$ cat config.mk
export PLATFORM = sky130hd
export DESIGN_NAME = json_string_unescape
export DESIGN_NICKNAME = d
export VERILOG_FILES = /design/src/rtl/jsu_pkg.sv /design/src/rtl/jsu_decode.sv /design/src/rtl/jsu_out_buf.sv /design/src/rtl/json_string_unescape.sv
export SDC_FILE = /design/constraint.sdc
export NUM_CORES = 1
export LEC_CHECK = 0
export BUFFER_PORTS_ARGS = -buffer_cell sky130_fd_sc_hd__buf_2
export CAP_MARGIN = 40
export CORE_UTILIZATION = 45
export DETAILED_ROUTE_END_ITERATION = 8
export GPL_TIMING_DRIVEN = 0
export PLACE_DENSITY_LB_ADDON = 0.2
export SLEW_MARGIN = 30
export SYNTH_ARGS = -nofsm -noshare
export SYNTH_HDL_FRONTEND = slang
export SYNTH_HIERARCHICAL = 1
export SYNTH_SLANG_ARGS = --single-unit
$ cat constraint.sdc
create_clock -name clk -period 8.73 [get_ports clk]
set_input_delay 0 -clock clk [delete_from_list [all_inputs] [get_ports clk]]
set_output_delay 0 -clock clk [all_outputs]
set_load 0.02 [all_outputs]
$ cat src/rtl/jsu_pkg.sv
// Package for the JSON string unescaper: word types, character codes,
// code point limits and the result group passed from decoder to output buffer.
// No dependencies.
package jsu_pkg;

	localparam int MaxResults = 4;
	localparam int CntWidth   = $clog2(MaxResults + 1);

	typedef struct packed {
		logic [7:0] byte_in;
		logic       last;
	} item_t;

	typedef struct packed {
		logic [7:0] byte_out;
		logic       end_of_string;
		logic       rejected;
	} result_t;

	// One decoded input byte worth of results, loaded into the output buffer at once.
	typedef struct packed {
		logic                         load;
		logic [CntWidth-1:0]          cnt;
		result_t [MaxResults-1:0]     items;
	} res_group_t;

	localparam logic [7:0] ChQuote     = 8'h22;
	localparam logic [7:0] ChBackslash = 8'h5c;
	localparam logic [7:0] ChSlash     = 8'h2f;
	localparam logic [7:0] ChB         = 8'h62;
	localparam logic [7:0] ChF         = 8'h66;
	localparam logic [7:0] ChN         = 8'h6e;
	localparam logic [7:0] ChR         = 8'h72;
	localparam logic [7:0] ChT         = 8'h74;
	localparam logic [7:0] ChU         = 8'h75;
	localparam logic [7:0] ChSpace     = 8'h20;

	localparam logic [15:0] HighSurLo = 16'hd800;
	localparam logic [15:0] HighSurHi = 16'hdbff;
	localparam logic [15:0] LowSurLo  = 16'hdc00;
	localparam logic [15:0] LowSurHi  = 16'hdfff;

	localparam logic [20:0] CpMax     = 21'h10ffff;
	localparam logic [20:0] CpSurLo   = 21'h00d800;
	localparam logic [20:0] CpSurHi   = 21'h00dfff;
	localparam logic [20:0] Min2Byte  = 21'h000080;
	localparam logic [20:0] Min3Byte  = 21'h000800;
	localparam logic [20:0] Min4Byte  = 21'h010000;

	localparam logic [1:0] ClassTwo   = 2'd0;
	localparam logic [1:0] ClassThree = 2'd1;
	localparam logic [1:0] ClassFour  = 2'd2;

endpackage

$ cat src/rtl/jsu_decode.sv
// Input register, escape decoder, UTF-8 encoder and validator for the JSON
// string unescaper. Produces one result group per input word.
// Depends on jsu_pkg.
module jsu_decode import jsu_pkg::*; (
	input  logic       clk,
	input  logic       arst_n,
	input  logic       item_valid,
	output logic       item_ready,
	input  item_t      item,
	input  logic       take,
	output res_group_t grp
);

	typedef enum logic [2:0] {
		PH_TEXT  = 3'd0,
		PH_ESC   = 3'd1,
		PH_HEX1  = 3'd2,
		PH_LBSL  = 3'd3,
		PH_LU    = 3'd4,
		PH_HEX2  = 3'd5
	} phase_t;

	function automatic logic [4:0] hex_digit(input logic [7:0] c);
		logic [4:0] r;
		r = 5'd16;
		if (c >= 8'h30 && c <= 8'h39) r = 5'(c - 8'h30);
		else if (c >= 8'h61 && c <= 8'h66) r = 5'(c - 8'h61 + 8'd10);
		else if (c >= 8'h41 && c <= 8'h46) r = 5'(c - 8'h41 + 8'd10);
		return r;
	endfunction

	logic        valid_s1;
	item_t       item_s1;
	logic        advance;

	logic        opened_q, opened_d;
	phase_t      phase_q, phase_d;
	logic [2:0]  hex_left_q, hex_left_d;
	logic [15:0] hex_value_q, hex_value_d;
	logic [9:0]  high_half_q, high_half_d;
	logic [1:0]  pend_q, pend_d;
	logic [20:0] partial_q, partial_d;
	logic [1:0]  class_q, class_d;
	logic        failed_q, failed_d;

	assign advance    = valid_s1 && take;
	assign item_ready = !valid_s1 || take;

	always_comb begin
		logic [7:0]  b;
		logic        raw_go;
		logic        code_go;
		logic [20:0] cp;
		logic [4:0]  d;
		logic [15:0] hv_new;
		logic [2:0]  hl_new;
		logic [20:0] part_new;
		logic [20:0] lowest;
		logic [10:0] plane;

		b        = item_s1.byte_in;
		raw_go   = 1'b0;
		code_go  = 1'b0;
		cp       = '0;
		d        = hex_digit(b);
		hv_new   = {hex_value_q[11:0], d[3:0]};
		hl_new   = hex_left_q - 3'd1;
		part_new = {partial_q[14:0], b[5:0]};
		plane    = 11'(high_half_q) + 11'd64;
		unique case (class_q)
			ClassTwo:   lowest = Min2Byte;
			ClassThree: lowest = Min3Byte;
			default:    lowest = Min4Byte;
		endcase

		opened_d    = opened_q;
		phase_d     = phase_q;
		hex_left_d  = hex_left_q;
		hex_value_d = hex_value_q;
		high_half_d = high_half_q;
		pend_d      = pend_q;
		partial_d   = partial_q;
		class_d     = class_q;
		failed_d    = failed_q;

		grp       = '0;
		grp.load  = advance;

		if (!opened_q) begin
			opened_d = 1'b1;
			if (b != ChQuote || item_s1.last) failed_d = 1'b1;
		end else if (item_s1.last) begin
			if (b != ChQuote || phase_q != PH_TEXT || pend_q != 2'd0) failed_d = 1'b1;
		end else if (!failed_q) begin
			unique case (phase_q)
				PH_TEXT: begin
					if (b < ChSpace || b == ChQuote) failed_d = 1'b1;
					else if (b == ChBackslash) phase_d = PH_ESC;
					else raw_go = 1'b1;
				end
				PH_ESC: begin
					phase_d = PH_TEXT;
					unique case (b)
						ChQuote, ChBackslash, ChSlash: begin
							code_go = 1'b1;
							cp      = 21'(b);
						end
						ChB: begin code_go = 1'b1; cp = 21'h08; end
						ChF: begin code_go = 1'b1; cp = 21'h0c; end
						ChN: begin code_go = 1'b1; cp = 21'h0a; end
						ChR: begin code_go = 1'b1; cp = 21'h0d; end
						ChT: begin code_go = 1'b1; cp = 21'h09; end
						ChU: begin
							phase_d     = PH_HEX1;
							hex_left_d  = 3'd4;
							hex_value_d = '0;
						end
						default: failed_d = 1'b1;
					endcase
				end
				PH_HEX1, PH_HEX2: begin
					if (d[4]) begin
						failed_d = 1'b1;
					end else begin
						hex_value_d = hv_new;
						hex_left_d  = hl_new;
						if (hl_new == 3'd0) begin
							if (phase_q == PH_HEX1) begin
								if (hv_new >= HighSurLo && hv_new <= HighSurHi) begin
									high_half_d = hv_new[9:0];
									phase_d     = PH_LBSL;
								end else if (hv_new >= LowSurLo && hv_new <= LowSurHi) begin
									failed_d = 1'b1;
								end else begin
									phase_d = PH_TEXT;
									code_go = 1'b1;
									cp      = 21'(hv_new);
								end
							end else begin
								if (hv_new < LowSurLo || hv_new > LowSurHi) begin
									failed_d = 1'b1;
								end else begin
									phase_d = PH_TEXT;
									code_go = 1'b1;
									cp      = {plane, hv_new[9:0]};
								end
							end
						end
					end
				end
				PH_LBSL: begin
					if (b == ChBackslash) phase_d = PH_LU;
					else failed_d = 1'b1;
				end
				PH_LU: begin
					if (b == ChU) begin
						phase_d     = PH_HEX2;
						hex_left_d  = 3'd4;
						hex_value_d = '0;
					end else begin
						failed_d = 1'b1;
					end
				end
				default: failed_d = 1'b1;
			endcase
		end

		// Raw byte: run it through the UTF-8 validator.
		if (raw_go) begin
			if (pend_q == 2'd0) begin
				priority if (!b[7]) begin
					grp.cnt = CntWidth'(1);
				end else if (b[7:5] == 3'b110) begin
					pend_d = 2'd1; partial_d = 21'(b[4:0]); class_d = ClassTwo;
					grp.cnt = CntWidth'(1);
				end else if (b[7:4] == 4'b1110) begin
					pend_d = 2'd2; partial_d = 21'(b[3:0]); class_d = ClassThree;
					grp.cnt = CntWidth'(1);
				end else if (b[7:3] == 5'b11110) begin
					pend_d = 2'd3; partial_d = 21'(b[2:0]); class_d = ClassFour;
					grp.cnt = CntWidth'(1);
				end else begin
					failed_d = 1'b1;
				end
			end else if (b[7:6] != 2'b10) begin
				failed_d = 1'b1;
			end else begin
				partial_d = part_new;
				pend_d    = pend_q - 2'd1;
				if (pend_q == 2'd1 && (part_new < lowest || part_new > CpMax ||
						(part_new >= CpSurLo && part_new <= CpSurHi))) begin
					failed_d = 1'b1;
				end else begin
					grp.cnt = CntWidth'(1);
				end
			end
			grp.items[0].byte_out = b;
		end

		// Decoded code point: well formed, so it only fails inside an open sequence.
		if (code_go) begin
			if (pend_q != 2'd0) begin
				failed_d = 1'b1;
			end else if (cp < Min2Byte) begin
				grp.cnt = CntWidth'(1);
				grp.items[0].byte_out = cp[7:0];
			end else if (cp < Min3Byte) begin
				grp.cnt = CntWidth'(2);
				grp.items[0].byte_out = {3'b110, cp[10:6]};
				grp.items[1].byte_out = {2'b10, cp[5:0]};
			end else if (cp < Min4Byte) begin
				grp.cnt = CntWidth'(3);
				grp.items[0].byte_out = {4'b1110, cp[15:12]};
				grp.items[1].byte_out = {2'b10, cp[11:6]};
				grp.items[2].byte_out = {2'b10, cp[5:0]};
			end else begin
				grp.cnt = CntWidth'(4);
				grp.items[0].byte_out = {5'b11110, cp[20:18]};
				grp.items[1].byte_out = {2'b10, cp[17:12]};
				grp.items[2].byte_out = {2'b10, cp[11:6]};
				grp.items[3].byte_out = {2'b10, cp[5:0]};
			end
		end

		// Closing word: emit the status and drop back to the idle state.
		if (item_s1.last) begin
			grp.cnt                    = CntWidth'(1);
			grp.items[0].byte_out      = '0;
			grp.items[0].end_of_string = 1'b1;
			grp.items[0].rejected      = failed_d;
			opened_d    = 1'b0;
			phase_d     = PH_TEXT;
			hex_left_d  = '0;
			hex_value_d = '0;
			high_half_d = '0;
			pend_d      = '0;
			partial_d   = '0;
			class_d     = '0;
			failed_d    = 1'b0;
		end
	end

	always_ff @(posedge clk or negedge arst_n) begin
		if (!arst_n) begin
			valid_s1    <= 1'b0;
			opened_q    <= 1'b0;
			phase_q     <= PH_TEXT;
			hex_left_q  <= '0;
			hex_value_q <= '0;
			high_half_q <= '0;
			pend_q      <= '0;
			partial_q   <= '0;
			class_q     <= '0;
			failed_q    <= 1'b0;
		end else begin
			if (item_ready) begin
				valid_s1 <= item_valid;
			end
			if (advance) begin
				opened_q    <= opened_d;
				phase_q     <= phase_d;
				hex_left_q  <= hex_left_d;
				hex_value_q <= hex_value_d;
				high_half_q <= high_half_d;
				pend_q      <= pend_d;
				partial_q   <= partial_d;
				class_q     <= class_d;
				failed_q    <= failed_d;
			end
		end
	end

	always_ff @(posedge clk) begin
		if (item_ready && item_valid) begin
			item_s1 <= item;
		end
	end

endmodule

$ cat src/rtl/jsu_out_buf.sv
// Result register for the JSON string unescaper: holds up to four result
// words from one input word and hands them out one per cycle while
// result_ready is high. Depends on jsu_pkg.
module jsu_out_buf import jsu_pkg::*; (
	input  logic       clk,
	input  logic       arst_n,
	input  res_group_t grp,
	output logic       take,
	output logic       result_valid,
	input  logic       result_ready,
	output result_t    result
);

	localparam int IdxWidth = $clog2(MaxResults);

	result_t [MaxResults-1:0] items_q;
	logic [CntWidth-1:0]      cnt_q;
	logic [IdxWidth-1:0]      idx_q;

	assign result_valid = cnt_q != '0;
	assign result       = items_q[idx_q];
	// Free when empty or when the last held word leaves this cycle.
	assign take = (cnt_q == '0) || (cnt_q == CntWidth'(1) && result_ready);

	always_ff @(posedge clk or negedge arst_n) begin
		if (!arst_n) begin
			cnt_q <= '0;
			idx_q <= '0;
		end else if (grp.load) begin
			cnt_q <= grp.cnt;
			idx_q <= '0;
		end else if (result_valid && result_ready) begin
			cnt_q <= cnt_q - CntWidth'(1);
			idx_q <= idx_q + IdxWidth'(1);
		end
	end

	always_ff @(posedge clk) begin
		if (grp.load) begin
			items_q <= grp.items;
		end
	end

endmodule

$ cat src/rtl/json_string_unescape.sv
// Streaming JSON string unescaper with UTF-8 check: takes the raw bytes of one
// quoted string (last set on the closing quote), and returns the decoded UTF-8
// bytes followed by one end_of_string word whose rejected bit tells whether the
// string was valid; drop all bytes of a rejected string. One input byte is taken
// per cycle unless held; each byte yields zero to four result words, and the
// result register hands them out one per cycle while result_ready is high, so
// a byte with more than one word holds the input until its last word leaves, as
// on the last hex digit of a \u escape, no matter how many bytes the escape took
// before it. Data passes an input and a result register. Depends on jsu_pkg.
module json_string_unescape import jsu_pkg::*; (
	input  logic    clk,
	input  logic    arst_n,
	input  logic    item_valid,
	output logic    item_ready,
	input  item_t   item,
	output logic    result_valid,
	input  logic    result_ready,
	output result_t result
);

	res_group_t grp;
	logic       take;

	jsu_decode u_decode (
		.clk        (clk),
		.arst_n     (arst_n),
		.item_valid (item_valid),
		.item_ready (item_ready),
		.item       (item),
		.take       (take),
		.grp        (grp)
	);

	jsu_out_buf u_out_buf (
		.clk          (clk),
		.arst_n       (arst_n),
		.grp          (grp),
		.take         (take),
		.result_valid (result_valid),
		.result_ready (result_ready),
		.result       (result)
	);

endmodule
-- Word-level counts from Yosys, hierarchy flattened
Index checks and enable logic that the tools add are counted.
- muxes and demuxes: 150
- $lt $le $gt $ge: 21
- bitwise logic cells: 1
- reductions and logical operators: 54
- equal/unequal tests: 36
- $add $sub $neg: 10
- operators with widths (cell ; number):
    $mux W21 ; 8
    $mux W15 ; 8
    $mux W10 ; 9
    $mux W3 ; 30
    $mux W8 ; 9
    $mux W12 ; 5
    $eq A8 B7 Y1 const B ; 7
    $pmux W8 S6 ; 1
    $mux W1 ; 44
    $pmux W21 S2 ; 1
    $mux W2 ; 19
    $pmux W17 S2 ; 1
    $ge A16 B16 Y1 const B ; 2
    $le A16 B16 Y1 const B ; 2
    $pmux W12 S2 ; 1
    $mux W11 ; 2
    $ge A21 B16 Y1 const B ; 1
    $gt A21 B21 Y1 const B ; 1
    $le A21 B16 Y1 const B ; 1
    $lt A21 B12 Y1 const B ; 1
    $lt A21 B17 Y1 ; 1
    $lt A21 B17 Y1 const B ; 1
    $lt A21 B8 Y1 const B ; 1
    $ne A3 B1 Y1 const B ; 7
    56 further kinds ; 109
- register bits after elaboration: 98
- logic and storage cells: 294
- output and inout bits: 12
- input bits: 13

-- Logic depth before layout (Yosys ltp)
Gate-level depths: netlist of the first run.
- depth after elaboration: 25
- gate-level depth with buffers: 12
- gate-level depth less buffers: 11

-- By module
The synthesis of the first run kept the hierarchy.
- by module, submodules not included (module ; seq. area each (um^2) ; instances ; area each (um^2) ; cells an instance):
    jsu_decode ; 1521.5 ; 1 ; 4712.0 ; 579
    jsu_out_buf ; 1326.3 ; 1 ; 1773.0 ; 89

-- Worst setup path after synthesis of the first run
OpenSTA, ideal clock, no wires.
- path type: register to register
- start point: register u_decode/item_s1[1] in the netlist's numbering
- end point: register u_out_buf/items_q[3] in the netlist's numbering (data pin)
- required time: 8.465 ns
- slack: 5.911 ns
- library setup time: 0.265 ns
- data arrival time: 2.555 ns
- stages on the path, launching flop included: 10
- period minus slack after synthesis: 2.819 ns
- path buffers: 1
- path through: edfxtp_1 > ha_1 > a21oi_1 > nor2_1 > or3_1 > buf_2 > or4_4 > a21boi_1 > a311oi_1 > o31ai_1
- longest elaborated chain between the ends: 22
- elaborated cells between the ends (all ways): 75
- those cells by class: 5 x add/sub; 16 x order compare; 8 x eq/ne; 37 x mux; 9 x reduce/logical
- RTL lines (element ; line ; text):
    from (decl) ; jsu_decode.sv:33 ; item_t item_s1;
    from (signal assigned) ; jsu_decode.sv:275 ; item_s1 <= item;
    $sub A5 B1 Y5 (tied with other cells) ; jsu_decode.sv:27, jsu_decode.sv:28 ;
    $add A5 B4 Y5 or $logic_and A1 B1 Y1 (tied branches) ; jsu_decode.sv:27, jsu_decode.sv:28 ;
    $mux W5 ; jsu_decode.sv:28 ; else if (c >= 8'h41 && c <= 8'h46) r = 5'(c - 8'h41 + 8'd10);
    $mux W5 ; jsu_decode.sv:27 ; else if (c >= 8'h61 && c <= 8'h66) r = 5'(c - 8'h61 + 8'd10);
    $mux W5 ; jsu_decode.sv:26 ; if (c >= 8'h30 && c <= 8'h39) r = 5'(c - 8'h30);
    $ge A16 B16 Y1 or $le A16 B16 Y1 (tied branches) ; jsu_decode.sv:132 ; end else if (hv_new >= LowSurLo && hv_new <= LowSurHi) begin
    $logic_and A1 B1 Y1 ; jsu_decode.sv:132 ;
    $mux W16 ; jsu_decode.sv:132 ;
    (+6 left out) ; -- ;
    $mux W21 ; jsu_decode.sv:92 ; end else if (item_s1.last) begin
    $mux W21 ; jsu_decode.sv:89 ; if (!opened_q) begin
    $lt A21 B17 Y1 ; jsu_decode.sv:211 ; end else if (cp < Min4Byte) begin
    $mux W5 ; jsu_decode.sv:211 ;
    $mux W8 ; jsu_decode.sv:207 ; end else if (cp < Min3Byte) begin
    $mux W8 ; jsu_decode.sv:204 ; end else if (cp < Min2Byte) begin
    $mux W8 ; jsu_decode.sv:202 ; if (pend_q != 2'd0) begin
    $mux W8 (*) ; jsu_decode.sv:201 ; if (code_go) begin
    to (signal assigned) ; jsu_out_buf.sv:40 ; items_q <= grp.items;
    to (decl) ; jsu_out_buf.sv:16 ; result_t [MaxResults-1:0] items_q;
Every way passes the cells marked *; elsewhere a longest branch is shown, timed or not.
A chain may end at the register's enable or synchronous reset.

-- Worst setup path after layout of the first run
- start point: register u_decode/item_s1[1] in the netlist's numbering
- end point: register u_out_buf/items_q[5] in the netlist's numbering (data pin)
The elaborated chain is that of the path after synthesis.

==> results of run 1 <==
flip-flops by register name (all words and copies together) (netlist names), 2 cells and up:
signal and count:
u_out_buf/cnt_q 3, u_out_buf/items_q 40, u_decode/high_half_q 10, u_decode/item_s1 9
u_decode/partial_q 15, u_decode/hex_value_q 12, u_decode/class_q 2, u_decode/phase_q 3
u_decode/hex_left_q 3, u_decode/pend_q 2, u_out_buf/idx_q 2
layer usage:
metal  vias to the layer above  share of wire, %  track usage (%)  routed length (um)
li1                       2587                 -                -                   -
met1                      2655                45            32.68                7604
met2                       211                47            38.31                7975
met3                        32               5.7            4.307                 958
met4                         0               2.3            8.179                 395
met5                         -                 0                0                   0
layout by cell type (no fill, tap or decap), types with 9 or more instances in the layout:
| cell type | n |
|---|---|
| conb_1 | 9 |
| clkbuf_16 | 9 |
| nor3_1 | 20 |
| nor2b_1 | 12 |
| clkbuf_1 | 24 |
| o41ai_1 | 10 |
| dfrtp_1 | 55 |
| dlygate4sd3_1 | 11 |
| buf_4 | 13 |
| o31ai_1 | 10 |
| nand2_1 | 87 |
| buf_2 | 32 |
| edfxtp_1 | 49 |
| ha_1 | 12 |
| nor2_1 | 50 |
| inv_1 | 20 |
| a21oi_1 | 30 |
| nand3_1 | 33 |
| o21ai_0 | 50 |
layout make-up:
type | count | area, um^2
Inverter | 20 | 75.07
Clock inverter | 7 | 66.31
Tap cell | 180 | 225.2
Multi-Input combinational cell | 504 | 3341
Timing Repair Buffer | 35 | 232.7
Sequential cell | 104 | 2848
Fill cell | 1282 | 6724
Buffer | 48 | 251.5
Clock buffer | 9 | 225.2
worst paths after layout:
path | slack [ps] | end | depth (start not counted)
min in group asynchronous | 240 | u_decode/hex_value_q[6] | 2
hold reg to reg | 490 | u_decode/hex_left_q[1] | 2
max in group asynchronous | 8000 | u_decode/partial_q[2] | 2
hold / removal | 40 | u_out_buf/idx_q[1] | 3
setup / recovery | 5240 | u_out_buf/items_q[5] | 9
setup reg to reg | 5240 | u_out_buf/items_q[5] | 9
worst max-delay path: cells and delay by family, from the launching register on:
kind                     cells  cell delay, ps
AO/OA/AOI/OAI                6            1820
adder cells (fa/ha/maj)      1             350
buffers and inverters        2             510
flip-flops                   1             540
power breakdown:
part	total [mW]	switching, mW	internal [mW]	leakage (nW)
registers	0.812	0.113	0.698	1.21
clock network	0.394	0.194	0.200	0.141
logic	0.788	0.499	0.288	1.48
total	1.99	0.806	1.19	2.83
logic make-up after synthesis:
| logic type | count (synthesis) | share of synthesized area [%] |
|---|---|---|
| compound gates | 178 | 19.56 |
| xor+xnor | 4 | 0.5402 |
| fa+ha+maj | 12 | 2.315 |
| buf+inv | 68 | 5.036 |
| flops | 104 | 43.91 |
| mux | 22 | 5.595 |
| other cells | 1 | 0.05783 |
| simple gates | 279 | 22.98 |
what timing repair did:
| item | 4_1_cts | 5_1_grt |
|---|---|---|
| gates resized for setup | 0 | 0 |
| hold buffers | 11 | 0 |
| endpoints found under the hold margin | 65 | 0 |
metrics by stage:
stage          power [mW]  setup slack (ps)  hold WS, ps  area, um^2
6_report            1.993              5243        35.28        7264
5_1_grt             2.131              5127        32.82        7264
4_1_cts             2.001              5341        29.87        7264
3_5_place_dp        1.601              5353        108.6        6863
3_3_place_gp        1.574              5311        177.9        6860
2_1_floorplan       1.365              5911       -295.6        6515
==> flow_summary.yaml, run 1 <==
yosys:
  synth_largest_area_cell: "edfxtp_1"
  yosys_warnings: 6
  ys_top_cells_by_area: "edfxtp_1 (23%), dfrtp_1 (21%), nand2_1 (5.0%), o21ai_0 (3.9%), nor2_1 (2.9%)"
  syn_inst: 668
  yosysSeqAreaShare_pct: 43.91
  synthArstFlopShare_pct: 52.88
  ys.flop_type: "dfrtp_1"
  syn-cell-area_um2: 6485
  ys_ff_latch: 104
  synth_most_common_cell: "nand2_1"
  yosys.area.top_type_share_pct: 22.69
  synthTopCellsByCount: "nand2_1 (87), dfrtp_1 (55), nor2_1 (50), o21ai_0 (50), edfxtp_1 (49)"
  synth.avg_cell_area_um2: 9.708
  synth_edf_count: 49
  ys_types: 86
power_and_ir_drop:
  power_density_nw_per_um2: 274.3
  leakage_nw: 2.834
  peakVddDrop_mv: 0.1165
critical_path:
  critPathRequiredTime_ps: 8830
  crit_path_max_fanout: 10
  slowest_delay_ps: 540
  crit_path_end_kind: "flip-flop"
  critPathKind: "reg2reg"
  slowest_stage: "edfxtp_1"
  start_kind: "flip-flop"
  timing.rr.start: "u_decode/item_s1[1]"
  cp-startpoint: "u_decode/item_s1[1]"
  crit_chain: "inv_1 > ha_1 > o21bai_1 > a21oi_1 > o21ai_1 > a311oi_2 > buf_2 > o21ai_0 > a32o_1"
  worstPathArrival_ps: 3580
sta:
  relSlewSlack_pct: 41.54
  fmax_mhz: 286.7
  setup_viol: 0
  grt_setup_unrepaired: "false"
  tightest_slew_ps: 874.2
  period_needed_ps: 3487
  finalHoldViolCount: 0
  fin_crit_sh_pct: 39.95
  setup_tns_ps: 0
  skew_ps: 14.26
  drv_slew: 0
die:
  ios: 25
  start_util_pct: 46.36
  die_h_um: 122.0
  dieWidth_um: 122.0
  num_rows: 43
  dieArea_um2: 14900
  core_area_um2: 13990
cts:
  cts_made_buffers: 9
  cts.clk_slew.worst_paths_ps: 80
  cts_tree: "done"
  clkLatencyLatePin_ps: 360
  cts_max_path_buffers: 2
  cts_setup_buffers: 0
  cts_max_level: 3
  clock-root-buffer: "clkbuf_16"
  cts_sinks: 104
detailed_routing:
  wl_per_cell_um: 18.67
  via_per_inst: 6.047
  drc: 0
  drt_iter0_markers: 415
  first_pass_iters: 6
  ant_nets: 0
  vias: 5485
  wirelength_mm: 16.93
cells_and_area:
  antenna_cells: 0
  drive_gt1_share_pct: 14.72
  fin_nets: 747
  final_cells: 907
  syn_to_final_growth_pct: 12.02
  final_util_pct: 51.93
placed_design:
  io_buffers: 24
  place_congestion: 0.9548
  dp.final_hpwl_mm: 12.48
  placedCellCount: 880
grt:
  grt_pass1_vias: 5311
  gr-total-overflow: 0
  grt_pass1_wl_mm: 27.41
  grt_max_degree: 56
  antenna_found_initial: 0
  grt_usage_pct: 24.00
flow_run:
  cap_viol_max_count: 0
worst_hold_path:
  hold_class: "in2reg"
  hp-start: "result_ready"
outcome:
  run_status: "finished clean"
Note: power is estimated with default switching activity, not from simulation.
==> run 2: changes to the inputs <==
clock period = 2.9 ns   (was 8.73 ns; I/O delays follow)
==> flow_summary.yaml, run 2 (synthesized netlist as in run 1, its figures left out) <==
detailed_routing:
  drc: 0
  ant_nets: 0
  wirelength_mm: 17.66
  vias: 5609
  drt_iter0_markers: 455
  via_per_inst: 5.993
  wl_per_cell_um: 18.86
  first_pass_iters: 5
cts:
  cts_sinks: 104
  cts_tree: "done"
  cts_max_level: 3
  cts_max_path_buffers: 2
  cts.clk_slew.worst_paths_ps: 80
  cts_made_buffers: 9
  clock-root-buffer: "clkbuf_16"
  clkLatencyLatePin_ps: 360
cells_and_area:
  drive_gt1_share_pct: 24.87
  antenna_cells: 0
  syn_to_final_growth_pct: 20.34
  mostFrequentLayoutCell: "nand2_1"
  reg_top3: "u_out_buf/items_q (40), u_decode/partial_q (15), u_decode/hex_value_q (12)"
  final_cell_mix: "nand2_1 (84), dfrtp_1 (55), edfxtp_1 (49), o21ai_0 (47), nor2_1 (44)"
  largest_register: "u_out_buf/items_q"
  final_cells: 936
  final_util_pct: 55.79
  nFillCells: 1223
  fin_nets: 776
  largest_reg_flops: 40
critical_path:
  slowest_delay_ps: 560
  crit_path_end_kind: "flip-flop"
  worstPathArrival_ps: 3080
  critPathKind: "reg2reg"
  path_delay_family: "simple AND/OR/NAND/NOR gates"
  crit_path_max_fanout: 9
  start_kind: "flip-flop"
  critPathRequiredTime_ps: 2990
  critPathBufInv: 1
  crit_chain: "ha_4 > a21oi_2 > nor2_2 > or3_1 > buf_4 > or4_4 > a21boi_1 > a311oi_1 > o31ai_1"
  slowest_stage: "or4_4"
placed_design:
  dp.final_hpwl_mm: 12.48
  io_buffers: 24
  place_congestion: 0.9548
  placedCellCount: 880
grt:
  grt_pass1_wl_mm: 28.02
  gr-total-overflow: 0
  grt_max_degree: 56
  grt_pass1_vias: 5453
  grt_usage_pct: 24.39
  antenna_found_initial: 0
sta:
  drv_slew: 0
  skew_ps: 14.40
  setup_ws_ps: -88.19
  period_needed_ps: 2988
  tightest_slew_ps: 739.0
  grt_setup_unrepaired: "true"
  relSlewSlack_pct: 50.73
  finalHoldViolCount: 0
  fmax_mhz: 334.7
  setup_viol: 4
  fin_crit_sh_pct: 103.0
power_and_ir_drop:
  power_density_nw_per_um2: 793.8
  peakVddDrop_mv: 0.3612
  power_mw: 6.195
  leakage_nw: 3.091
die:
  dieArea_um2: 14900
  dieWidth_um: 122.0
  num_rows: 43
  ios: 25
  core_area_um2: 13990
  die_h_um: 122.0
  start_util_pct: 46.36
outcome:
  run_status: "finished, violations left"
  violations: "setup timing"
worst_hold_path:
  hold_class: "in2reg"
flow_run:
  cap_viol_max_count: 0
run 2: final timing paths:
check | from | end | slack, ps | depth (start not counted)
max in group asynchronous | arst_n | u_decode/partial_q[2] | 2160 | 2
min | result_ready | u_out_buf/idx_q[1] | 30 | 3
max | u_decode/item_s1[1] | u_out_buf/items_q[3] | -90 | 9
max reg2reg | u_decode/item_s1[1] | u_out_buf/items_q[3] | -90 | 9
min reg2reg | u_decode/hex_left_q[1] | u_decode/hex_left_q[1] | 490 | 2
min in group asynchronous | arst_n | u_decode/hex_value_q[6] | 240 | 2
run 2: worst reg2reg max path, cell delays in order (launching register included):
cell and delay (ps):
edfxtp_1 510, ha_4 240, a21oi_2 180, nor2_2 110, or3_1 360, buf_4 190, or4_4 560, a21boi_1 160
a311oi_1 270, o31ai_1 130
run 2: area by class of cell:
| type | count | area (um^2) | area share (%) |
|---|---|---|---|
| sequential | 104 | 2848 | 36.49 |
| buffer | 47 | 264.0 | 3.383 |
| clock inverter | 7 | 66.31 | 0.8498 |
| tap | 180 | 225.2 | 2.886 |
| timing repair buffer | 65 | 470.5 | 6.029 |
| clock buffer | 9 | 225.2 | 2.886 |
| multi-input combinational | 504 | 3630 | 46.51 |
| inverter | 20 | 75.07 | 0.9620 |
run 2: per-stage QoR:
| step | setup TNS, ps | setup WS [ps] | hold WS [ps] | cell area, um^2 |
|---|---|---|---|---|
| 5_1_grt | -966.8 | -156.9 | 32.82 | 7804 |
| 6_report | -278.5 | -88.19 | 33.27 | 7804 |
| 4_1_cts | -171.1 | -83.63 | 29.87 | 7497 |
| 3_3_place_gp | -12010 | -518.9 | 177.9 | 6860 |
| 2_1_floorplan | 0 | 80.59 | -295.6 | 6515 |
| 3_5_place_dp | -12020 | -476.9 | 108.6 | 6863 |
run 2: report_power, final:
group	switching (mW)	internal [mW]	total [mW]	leakage (nW)
logic	1.60	0.969	2.57	1.74
registers	0.337	2.10	2.44	1.21
clock network	0.587	0.602	1.19	0.141
total	2.52	3.67	6.19	3.09
run 2: routing by layer:
metal | GRT usage [%] | wire length [um] | vias up
met4 | 9.491 | 463 | 0
met1 | 32.99 | 7797 | 2712
li1 | - | - | 2647
met2 | 38.38 | 8343 | 216
met5 | 0 | 0 | -
met3 | 4.728 | 1050 | 34
run 2: what timing repair did:
| item | CTS | global route |
|---|---|---|
| hold buffers | 11 | 0 |
| setup buffers | 14 | 16 |
| endpoints found under the setup margin | 53 | 56 |
| endpoints found under the hold margin | 65 | 0 |
| pin swaps | 8 | 18 |
| resized for setup | 31 | 54 |
